[config.mk]
export PLATFORM = sky130hd
export DESIGN_NAME = assembler_line_lexer
export DESIGN_NICKNAME = d
export VERILOG_FILES = /design/src/rtl/asmlex_pkg.sv /design/src/rtl/asmlex_front.sv /design/src/rtl/asmlex_queue.sv /design/src/rtl/asmlex_back.sv /design/src/rtl/assembler_line_lexer.sv
export SDC_FILE = /design/constraint.sdc
export NUM_CORES = 1
export LEC_CHECK = 0
export BUFFER_PORTS_ARGS = -buffer_cell sky130_fd_sc_hd__buf_2
export CAP_MARGIN = 20
export CORE_AREA = 4 4 107 109
export DETAILED_ROUTE_END_ITERATION = 12
export DIE_AREA = 0 0 111 113
export PLACE_DENSITY = 0.72
export SLEW_MARGIN = 20
export SYNTH_ARGS = -nofsm -noshare
export SYNTH_HDL_FRONTEND = slang
export SYNTH_SLANG_ARGS = --single-unit
[constraint.sdc]
create_clock -name aclk -period 9 [get_ports aclk]
set_clock_uncertainty 0.2 [all_clocks]
set_input_delay 0 -clock aclk [delete_from_list [all_inputs] [get_ports aclk]]
set_output_delay 0 -clock aclk [all_outputs]
set_load 0.1 [all_outputs]
[src/rtl/asmlex_pkg.sv]
// Shared types, codes and character classes for the assembler line lexer
package asmlex_pkg;

    // Token kinds on the result channel
    localparam logic [2:0] KIND_IDENT = 3'd0;
    localparam logic [2:0] KIND_DEC   = 3'd1;
    localparam logic [2:0] KIND_HEX   = 3'd2;
    localparam logic [2:0] KIND_PUNCT = 3'd3;
    localparam logic [2:0] KIND_EOL   = 3'd4;

    // Special characters
    localparam logic [7:0] CHAR_CR    = 8'h0d;
    localparam logic [7:0] CHAR_LF    = 8'h0a;
    localparam logic [7:0] CHAR_NUL   = 8'h00;
    localparam logic [7:0] CHAR_TAB   = 8'h09;
    localparam logic [7:0] CHAR_SPACE = 8'h20;
    localparam logic [7:0] CHAR_AMP   = 8'h26;
    localparam logic [7:0] CHAR_UNDER = 8'h5f;

    // Queue between front and back
    localparam int QDepth = 4;
    localparam int QAw    = $clog2(QDepth);

    // One result item
    typedef struct packed {
        logic [7:0] ch;
        logic [2:0] kind;
        logic       first;
        logic       last;
    } res_t;

    // All results caused by one input character (one or two)
    typedef struct packed {
        res_t r0;
        res_t r1;
        logic two;
    } entry_t;

    // Queue status seen by front and back
    typedef struct packed {
        logic full;
        logic empty;
    } q_stat_t;

    function automatic logic is_digit(input logic [7:0] c);
        return c inside {[8'h30:8'h39]};
    endfunction

    function automatic logic is_alpha(input logic [7:0] c);
        return (c inside {[8'h61:8'h7a], [8'h41:8'h5a]}) || (c == CHAR_UNDER);
    endfunction

    function automatic logic is_xdigit(input logic [7:0] c);
        return is_digit(c) || (c inside {[8'h61:8'h66], [8'h41:8'h46]});
    endfunction

    function automatic logic is_eol(input logic [7:0] c);
        return (c == CHAR_CR) || (c == CHAR_NUL);
    endfunction

    function automatic logic is_blank(input logic [7:0] c);
        return (c == CHAR_SPACE) || (c == CHAR_TAB) || (c == CHAR_LF);
    endfunction

endpackage

[src/rtl/asmlex_front.sv]
// Front end: accepts characters, tracks lexer mode and builds result entries
module asmlex_front import asmlex_pkg::*; (
    input  logic       aclk,
    input  logic       aresetn,
    input  logic       s_valid,
    output logic       s_ready,
    input  logic [7:0] s_in_char,
    input  q_stat_t    q_stat,
    output logic       push,
    output entry_t     push_entry
);

    localparam logic [2:0] MODE_IDLE  = 3'd0;
    localparam logic [2:0] MODE_IDENT = 3'd1;
    localparam logic [2:0] MODE_DEC   = 3'd2;
    localparam logic [2:0] MODE_AMP   = 3'd3;
    localparam logic [2:0] MODE_HEX   = 3'd4;

    // Outcome of lexing one character from idle
    typedef struct packed {
        logic       emit;
        res_t       res;
        logic [2:0] mode;
        logic [7:0] held;
        logic       first;
    } idle_t;

    logic [2:0] mode_reg, mode_next;
    logic [7:0] held_reg, held_next;
    logic       hfirst_reg, hfirst_next;

    logic       accept;
    logic       pre_v;
    res_t       pre;
    idle_t      idl;
    logic       use_idle;
    logic       cont;
    logic [2:0] run_kind;

    function automatic idle_t from_idle(input logic [7:0] c);
        idle_t r;
        r.emit  = 1'b0;
        r.res   = '{ch: c, kind: KIND_PUNCT, first: 1'b1, last: 1'b1};
        r.mode  = MODE_IDLE;
        r.held  = 8'd0;
        r.first = 1'b0;
        if (is_eol(c)) begin
            r.emit = 1'b1;
            r.res  = '{ch: 8'd0, kind: KIND_EOL, first: 1'b1, last: 1'b1};
        end else if (is_blank(c)) begin
            r.emit = 1'b0;
        end else if (is_digit(c)) begin
            r.mode  = MODE_DEC;
            r.held  = c;
            r.first = 1'b1;
        end else if (is_alpha(c)) begin
            r.mode  = MODE_IDENT;
            r.held  = c;
            r.first = 1'b1;
        end else if (c == CHAR_AMP) begin
            r.mode = MODE_AMP;
        end else begin
            r.emit = 1'b1;
        end
        return r;
    endfunction

    assign s_ready = !q_stat.full;
    assign accept  = s_valid && s_ready;
    assign idl     = from_idle(s_in_char);

    // Continuation test and kind for the open token
    always_comb begin
        case (mode_reg)
            MODE_IDENT: begin
                cont     = is_digit(s_in_char) || is_alpha(s_in_char);
                run_kind = KIND_IDENT;
            end
            MODE_DEC: begin
                cont     = is_digit(s_in_char);
                run_kind = KIND_DEC;
            end
            MODE_HEX: begin
                cont     = is_xdigit(s_in_char);
                run_kind = KIND_HEX;
            end
            default: begin
                cont     = 1'b0;
                run_kind = KIND_IDENT;
            end
        endcase
    end

    // Next mode and the result that precedes any idle-path result
    always_comb begin
        pre_v       = 1'b0;
        pre         = '{ch: held_reg, kind: run_kind, first: hfirst_reg, last: 1'b1};
        use_idle    = 1'b0;
        mode_next   = mode_reg;
        held_next   = held_reg;
        hfirst_next = hfirst_reg;
        case (mode_reg)
            MODE_IDENT, MODE_DEC, MODE_HEX: begin
                pre_v = 1'b1;
                if (cont) begin
                    pre.last    = 1'b0;
                    held_next   = s_in_char;
                    hfirst_next = 1'b0;
                end else begin
                    use_idle = 1'b1;
                end
            end
            MODE_AMP: begin
                if (is_xdigit(s_in_char)) begin
                    mode_next   = MODE_HEX;
                    held_next   = s_in_char;
                    hfirst_next = 1'b1;
                end else begin
                    pre_v    = 1'b1;
                    pre      = '{ch: CHAR_AMP, kind: KIND_PUNCT, first: 1'b1, last: 1'b1};
                    use_idle = 1'b1;
                end
            end
            default: begin
                use_idle = 1'b1;
            end
        endcase
        if (use_idle) begin
            mode_next   = idl.mode;
            held_next   = idl.held;
            hfirst_next = idl.first;
        end
    end

    // Pack results into one queue entry
    always_comb begin
        push_entry.two = pre_v && use_idle && idl.emit;
        push_entry.r0  = pre_v ? pre : idl.res;
        push_entry.r1  = idl.res;
        push           = accept && (pre_v || (use_idle && idl.emit));
    end

    always_ff @(posedge aclk) begin
        if (!aresetn) begin
            mode_reg   <= MODE_IDLE;
            held_reg   <= 8'd0;
            hfirst_reg <= 1'b0;
        end else if (accept) begin
            mode_reg   <= mode_next;
            held_reg   <= held_next;
            hfirst_reg <= hfirst_next;
        end
    end

endmodule

[src/rtl/asmlex_queue.sv]
// Small queue of result entries between front and back
module asmlex_queue import asmlex_pkg::*; (
    input  logic    aclk,
    input  logic    aresetn,
    input  logic    push,
    input  entry_t  push_entry,
    input  logic    pop,
    output entry_t  head,
    output q_stat_t q_stat
);

    entry_t           mem [QDepth];
    logic [QAw-1:0]   wr_ptr_reg, rd_ptr_reg;
    logic [QAw:0]     count_reg, count_next;

    assign q_stat.full  = (count_reg == (QAw+1)'(QDepth));
    assign q_stat.empty = (count_reg == '0);
    assign head         = mem[rd_ptr_reg];

    always_comb begin
        count_next = count_reg;
        if (push && !pop) begin
            count_next = count_reg + 1'b1;
        end else if (pop && !push) begin
            count_next = count_reg - 1'b1;
        end
    end

    // Storage write
    always_ff @(posedge aclk) begin
        if (push) begin
            mem[wr_ptr_reg] <= push_entry;
        end
    end

    // Pointers and fill count
    always_ff @(posedge aclk) begin
        if (!aresetn) begin
            wr_ptr_reg <= '0;
            rd_ptr_reg <= '0;
            count_reg  <= '0;
        end else begin
            if (push) begin
                wr_ptr_reg <= wr_ptr_reg + 1'b1;
            end
            if (pop) begin
                rd_ptr_reg <= rd_ptr_reg + 1'b1;
            end
            count_reg <= count_next;
        end
    end

endmodule

[src/rtl/asmlex_back.sv]
// Back end: splits queue entries into single results in an output register
module asmlex_back import asmlex_pkg::*; (
    input  logic       aclk,
    input  logic       aresetn,
    input  entry_t     head,
    input  q_stat_t    q_stat,
    output logic       pop,
    output logic       m_valid,
    input  logic       m_ready,
    output logic [7:0] m_out_char,
    output logic [2:0] m_token_kind,
    output logic       m_token_first,
    output logic       m_token_last,
    output logic       m_run_last
);

    logic       valid_reg;
    logic       sel_reg;
    res_t       res_reg;
    logic       run_last_reg;
    logic       load;
    logic       is_end;
    res_t       cur;

    assign load   = !q_stat.empty && (!valid_reg || m_ready);
    assign cur    = sel_reg ? head.r1 : head.r0;
    assign is_end = !head.two || sel_reg;
    assign pop    = load && is_end;

    assign m_valid       = valid_reg;
    assign m_out_char    = res_reg.ch;
    assign m_token_kind  = res_reg.kind;
    assign m_token_first = res_reg.first;
    assign m_token_last  = res_reg.last;
    assign m_run_last    = run_last_reg;

    // Output payload
    always_ff @(posedge aclk) begin
        if (load) begin
            res_reg      <= cur;
            run_last_reg <= is_end;
        end
    end

    // Output valid and position inside the current entry
    always_ff @(posedge aclk) begin
        if (!aresetn) begin
            valid_reg <= 1'b0;
            sel_reg   <= 1'b0;
        end else begin
            if (load) begin
                valid_reg <= 1'b1;
                sel_reg   <= !is_end;
            end else if (m_ready) begin
                valid_reg <= 1'b0;
            end
        end
    end

endmodule

[src/rtl/assembler_line_lexer.sv]
// Assembler line lexer: top level joining front end, queue and back end
//
// Input channel s_valid/s_ready/s_in_char takes one source byte per transfer.
// Result channel m_valid/m_ready carries one token character per transfer,
// with m_token_kind (identifier, decimal, hex, punctuation, end of line),
// first/last marks, and m_run_last on the last result of an input byte.
// A multi-character token's character is held until the next byte shows
// whether it ends the token, so a byte yields zero, one or two results.
// A byte's entry is written to the queue at its transfer edge and then loaded
// into the output register once that register is free; a second result of
// the same byte follows once the first has been taken.
// Throughput: one byte per cycle while each byte yields at most one result and
// the receiver does not stall; a byte yielding two results holds the output
// register for both, and the queue of 4 entries absorbs such bursts before s_ready drops.
// Reset (aresetn low, synchronous) returns the lexer to idle and empties the
// queue and the output register. When the receiver stalls, the output holds,
// the queue fills and s_ready falls once it is full.
module assembler_line_lexer import asmlex_pkg::*; (
    input  logic       aclk,
    input  logic       aresetn,
    input  logic       s_valid,
    output logic       s_ready,
    input  logic [7:0] s_in_char,
    output logic       m_valid,
    input  logic       m_ready,
    output logic [7:0] m_out_char,
    output logic [2:0] m_token_kind,
    output logic       m_token_first,
    output logic       m_token_last,
    output logic       m_run_last
);

    logic    push;
    logic    pop;
    entry_t  push_entry;
    entry_t  head;
    q_stat_t q_stat;

    asmlex_front u_front (
        .aclk       (aclk),
        .aresetn    (aresetn),
        .s_valid    (s_valid),
        .s_ready    (s_ready),
        .s_in_char  (s_in_char),
        .q_stat     (q_stat),
        .push       (push),
        .push_entry (push_entry)
    );

    asmlex_queue u_queue (
        .aclk       (aclk),
        .aresetn    (aresetn),
        .push       (push),
        .push_entry (push_entry),
        .pop        (pop),
        .head       (head),
        .q_stat     (q_stat)
    );

    asmlex_back u_back (
        .aclk          (aclk),
        .aresetn       (aresetn),
        .head          (head),
        .q_stat        (q_stat),
        .pop           (pop),
        .m_valid       (m_valid),
        .m_ready       (m_ready),
        .m_out_char    (m_out_char),
        .m_token_kind  (m_token_kind),
        .m_token_first (m_token_first),
        .m_token_last  (m_token_last),
        .m_run_last    (m_run_last)
    );

endmodule

==> results of run 1 <==
final timing paths:
kind / startpoint / end / slack, ns / cells after the start
max reg2reg: u_front.mode_reg[0]$_SDFFE_PN0P_ / u_queue.count_reg[2]$_SDFFE_PN0P_ / 5.76 / 11
max: s_in_char[6] / u_front.held_reg[0]$_SDFFE_PN0P_ / 5.73 / 9
min reg2reg: u_front.hfirst_reg$_SDFFE_PN0P_ / u_front.hfirst_reg$_SDFFE_PN0P_ / 0.29 / 2
min: s_in_char[7] / u_queue.mem[0][13]$_DFFE_PP_ / 0.16 / 2
kinds of logic (layout without fill, tap and decap cells):
| group | Yosys count | after routing |
|---|---|---|
| xor gates and xnor gates | 6 | 6 |
| muxes | 45 | 45 |
| DFF | 133 | 133 |
| AOI/OAI and AO/OA | 42 | 42 |
| buffers and inverters | 36 | 92 |
| adders and majority gates | 6 | 6 |
| and+or+nand+nor | 98 | 98 |
metal layers:
layer  vias up  part of all wire, %  track usage [%]
met2       102                   51             31.2
li1       1479                    -                -
met5         -                    0                0
met4         0                  3.1             9.11
met3        20                  5.1             5.03
met1      1589                   41             22.6
final cells by class:
class | instances | area share, %
multi-input cells | 197 | 26.1
clock buffers | 23 | 6.96
repair buffers | 52 | 5.49
inverters | 8 | 0.485
flip-flops and latches | 133 | 56.1
well taps | 140 | 2.61
clock inverters | 9 | 2.24
per-stage QoR:
stage          setup slack (ns)  utilization, %
2_1_floorplan              5.87               -
3_3_place_gp               5.89            55.7
3_5_place_dp               5.79            55.7
4_1_cts                    5.76            63.2
5_1_grt                    5.48            63.2
6_report                   5.73            63.2
synthesized netlist by cell type (3+ instances only):
library cell / instances / area [um2]
buf_1: 3 / 11.3
o211ai_1: 7 / 52.6
nor2_1: 16 / 60.1
nor2b_1: 4 / 25.0
buf_4: 3 / 22.5
dfxtp_1: 23 / 460
and2_1: 12 / 75.1
nand2_1: 26 / 97.6
edfxtp_1: 110 / 3300
nand3_1: 10 / 50.1
mux4_2: 24 / 541
mux2i_1: 12 / 120
buf_2: 10 / 50.1
or2_2: 3 / 18.8
nand4b_1: 3 / 26.3
xnor2_1: 4 / 35.0
clkbuf_1: 11 / 41.3
nor3_1: 5 / 25.0
mux2_2: 9 / 101
ha_1: 5 / 62.6
a21oi_1: 5 / 25.0
a21boi_0: 7 / 52.6
o21ai_0: 8 / 40.0
inv_1: 7 / 26.3
report_power, final:
part	total (mW)	internal [mW]	switching (mW)
Sequential	0.823	0.783	0.0395
Clock	0.706	0.470	0.236
Combinational	0.638	0.196	0.442
Total	2.17	1.45	0.717
==> impl_results.md, run 1 <==
* Crit-path cells: dlygate4sd3_1, buf_2, nor2b_1, a21bo_2, o21ai_1, nand3_1, dlygate4sd3_1, a21boi_0, dlygate4sd3_1
* DRT Wirelength at 10.8 mm
* CTS tree: done
* Max Slew Vio Count at 0
* P&R area growth vs syn at 18.1%
* Routed WL per cell at 19.2 um
* Total Nets Final at 427
* Synthesized Nets at 384
* Inserted Diodes at 0
* Yosys Warn Count at 0
* Post-synth cell types at 57
* CP max stage delay at 0.71 ns
* Cells after DPL at 512
* Die Y at 113 um
* Most used DFF post-synth: edfxtp_1
* Post-layout instance area at 0.00670 mm2
* CTS resizes at 0
* DP HPWL at 6.48 mm
* Core Rows at 38
* Clock slew at reported path FFs at 0.05 ns
* Mux contribution to synthesized area at 13.4%
* Simple-gate share of the synthesized area at 9.50%
* Synthesized cell area at 0.00568 mm2
* DR vias at 3,190
* Multi-input logic area at 0.00175 mm2
* Core ar. at 0.0106 mm2
* Hold_buf cts at 18
* Fin. Hold Viols at 0
* Synth Register Bits at 133
* Port Buffers at 27
* Worst VDD drop at 0.173 mV
* H-tree Lvls at 4
* Number of global-route vias before repair at 3,311
* Share of post-route cells with drive strength above 1 at 26.5%
* CP required at 9.26 ns
* Crit end category: flop
* Worst slew margin at 27.9%
* Synthesized-area fraction occupied by adder cells at 1.45%
* Pwr/cell area at 323 mW/mm2
* Placement Cell Area at 0.00591 mm2
* Finish-stage setup viols at 0
* Initial DRC Count at 233
* Synth Area in XOR/XNOR at 0.926%
* Syn avg cell area at 15.5 um2
* Crit-path most repeated cell: dlygate4sd3_1
* Die width at 111 um
* Min Hold Slack at 0.155 ns
* Minimum clock period at 3.27 ns
* Crit share post-route at 36.3%
* Status: completed
* Commonest non-fill, non-tap cell in the layout: edfxtp_1
* EDFF count, synth at 110
* Register area share after synthesis at 66.3%
* Actual slew at the worst max-slew pin at 1.08 ns
* Die area at 0.0125 mm2
* Worst Path Buf+Inv at 4
* Synthesized instance count at 366
* DR DRC count at 0
* Synth Area in Compound Gates at 5.44%
* Setup Fix Bufs, Post-CTS at 0
* Pwr Total at 2.17 mW
* Total I/O pin count at 28
* Worst Hold Class: input port to flop
* Final ANT Viol Nets at 0
* TritonRoute pass-1 iters at 4
* Avg Vias per Cell at 5.68
* CTS buffer count at 17
* Largest net degree at the start of global routing at 28
* Global-route wire length before repair at 17.7 mm
* Initial antenna violation count at 0
* Final cell count without fillers at 562
* Most frequent cells in the layout: edfxtp_1, buf_2, nand2_1, mux4_2, dfxtp_1
* CTS root buf: clkbuf_8
* RSZ-0062 raised after global routing: no
* Clk buf depth at 2
* Largest delay contributor family on the critical path: buffers and inverters
* Leak at 2.30 nW
* Max_cap viols at 0
* Clock insertion delay at the later pin of the skew report at 0.52 ns
* Ys async rst share at 0%
* Max Freq at 0.306 GHz
* CP arrival at 3.53 ns
* Max reg flops at 96
* Max stage delay cell, worst path: o21ai_1
* Total clock sinks at 133
* Main combinational cell family by area after synthesis: multiplexers
* Starting Density at 53.6%
* CP max FO at 12
* Setup Crit Path Kind: input port to flop
* GRT Residual Overflow at 0
* FF/Latch Area at 0.00376 mm2
* Fillers at 758
* CP startpoint kind: input port
* GR Util All Layers at 18.7%
* Setup TNS at 0 ns
* Gpl congestion at 0.848
No activity file was read; power rests on OpenSTA's default activity.
==> inputs of run 2 (changes only) <==
==> constraint.sdc (replaced) <==
create_clock -name aclk -period 3.13 [get_ports aclk]
set_clock_uncertainty 0.2 [all_clocks]
set_input_delay 0 -clock aclk [delete_from_list [all_inputs] [get_ports aclk]]
set_output_delay 0 -clock aclk [all_outputs]
set_load 0.1 [all_outputs]
==> run 2 against run 1 <==
Effect of this change:
- combinational power increased to 3.0 times the previous value
- core utilization decreased by 0.17 points
- cell area decreased by 0.26%
- critical path depth increased by 1
- sequential share of layout area increased by 0.15 points
- clock power increased to 2.6 times the previous value
- register-to-register slack got worse by 5.5 ns
- flip-flop and latch count unchanged
- sequential power increased to 2.8 times the previous value
- critical path type is now flop to flop
- highest routed layer unchanged
==> impl_results.md, run 2 (synthesis gave the netlist of run 1 again) <==
* Status: completed
* TritonRoute pass-1 iters at 4
* CP arrival at 3.14 ns
* Share of post-route cells with drive strength above 1 at 26.2%
* CTS buffer count at 17
* Placement Cell Area at 0.00594 mm2
* Clk buf depth at 2
* Crit share post-route at 93.3%
* Total I/O pin count at 28
* RSZ-0062 raised after global routing: no
* Total Nets Final at 432
* Clock slew at reported path FFs at 0.06 ns
* DR vias at 3,153
* Die Y at 113 um
* CTS root buf: clkbuf_8
* Avg Vias per Cell at 5.56
* DR DRC count at 0
* Clock insertion delay at the later pin of the skew report at 0.51 ns
* Reg-to-reg setup timing slack at 0.21 ns
* Starting Density at 53.6%
* Number of global-route vias before repair at 3,246
* Initial antenna violation count at 0
* GR Util All Layers at 18.2%
* Initial DRC Count at 234
* Final Worst Setup Slack at 0.211 ns
* Die width at 111 um
* Most frequent cells in the layout: edfxtp_1, buf_2, nand2_1, mux4_2, dfxtp_1
* Core ar. at 0.0106 mm2
* Leak at 2.30 nW
* FF/Latch Area at 0.00376 mm2
* Multi-input logic area at 0.00175 mm2
* CP max FO at 10
* Setup Fix Bufs, Post-CTS at 0
* Largest net degree at the start of global routing at 28
* CTS tree: done
* Global-route wire length before repair at 17.2 mm
* Total clock sinks at 133
* CP startpoint kind: flop
* H-tree Lvls at 4
* Max reg flops at 96
* Gpl congestion at 0.832
* CP required at 3.35 ns
* DRT Wirelength at 10.4 mm
* Worst slew margin at 43.3%
* R2R Path End: u_queue.count_reg[2]$_SDFFE_PN0P_
* Finish-stage setup viols at 0
* Minimum clock period at 2.92 ns
* CP startpoint: u_front.mode_reg[0]$_SDFFE_PN0P_
* Final Util at 63.1%
* Max Freq at 0.343 GHz
* Commonest non-fill, non-tap cell in the layout: edfxtp_1
* Setup TNS at 0 ns
* Crit end category: flop
* Fillers at 760
* R2R Path Start: u_front.mode_reg[0]$_SDFFE_PN0P_
* Worst Hold Class: input port to flop
* Fin. Hold Viols at 0
* Max Slew Vio Count at 0
* CTS resizes at 0
* Inserted Diodes at 0
* Hold_buf cts at 18
* Worst VDD drop at 0.574 mV
* Pwr/cell area at 906 mW/mm2
* GRT Residual Overflow at 0
* Core Rows at 38
* Setup WS pre-CTS at 0.226 ns
* Routed WL per cell at 18.3 um
* P&R area growth vs syn at 17.8%
* Actual slew at the worst max-slew pin at 0.846 ns
* Final ANT Viol Nets at 0
* DP HPWL at 6.22 mm
* Max_cap viols at 0
* Pwr Total at 6.06 mW
* Port Buffers at 27
* Post-layout instance area at 0.00669 mm2
* Worst r2r path cells at 10
* Die area at 0.0125 mm2
* Setup Crit Path Kind: flop to flop
* Crit path capture: u_queue.count_reg[2]$_SDFFE_PN0P_
## run 2: cell types whose count changed in the layout (fill, tap and decap cells not counted), sizes merged
| cell | delta |
|---|---|
| clkbuf | +6 |
| buf | +5 |
| bufinv | -3 |
| clkinvlp | -2 |
| clkinv | -1 |
## run 2: power breakdown
group,internal [mW],switching [mW]
Combinational,0.586,1.31
Clock,1.19,0.644
Sequential,2.25,0.0821
Total,4.02,2.03
## run 2: worst min-delay path by stage
stage                      start                               end  slack [ns]  depth (start not counted)
global route        s_in_char[7]      u_queue.mem[3][13]$_DFFE_PP_        0.16                          2
CTS                 s_in_char[7]      u_queue.mem[3][13]$_DFFE_PP_        0.14                          2
floorplan           s_in_char[5]  u_front.held_reg[5]$_SDFFE_PN0P_       -0.04                          2
detailed placement  s_in_char[7]      u_queue.mem[3][13]$_DFFE_PP_        0.14                          1
global placement    s_in_char[5]      u_queue.mem[2][11]$_DFFE_PP_        0.14                          1
finish              s_in_char[7]      u_queue.mem[3][13]$_DFFE_PP_        0.17                          2
## run 2: area by class of cell
class,count,share of cell area [%]
multi-input cells,197,26.1
flip-flops and latches,133,56.3
inverters,8,0.487
well taps,140,2.62
clock buffers,29,7.80
repair buffers,57,6.06
clock inverters,3,0.599
## run 2: per-stage QoR
step                hold slack, ns  cells
global route                 0.161    567
detailed placement           0.144    517
floorplan                  -0.0416    366
finish                       0.168    567
global placement             0.138    517
CTS                          0.138    567
## run 2: per-layer routing
metal  GRT usage, %  routed length, um  up-vias
met5              0                  0        -
met4           8.37                 97        0
met3           4.81                539        6
met2           29.5               5250       98
met1           23.2               4480     1560
li1               -                  -     1489
## run 2: critical path: stages (launching register included)
cell and delay, ns:
dfxtp_1 0.50, nor3b_4 0.33, o21bai_1 0.18, a31oi_1 0.08
o22ai_2 0.18, ha_1 0.21, inv_1 0.07, fa_1 0.43
xor2_1 0.17, or3_1 0.30, a21boi_0 0.20
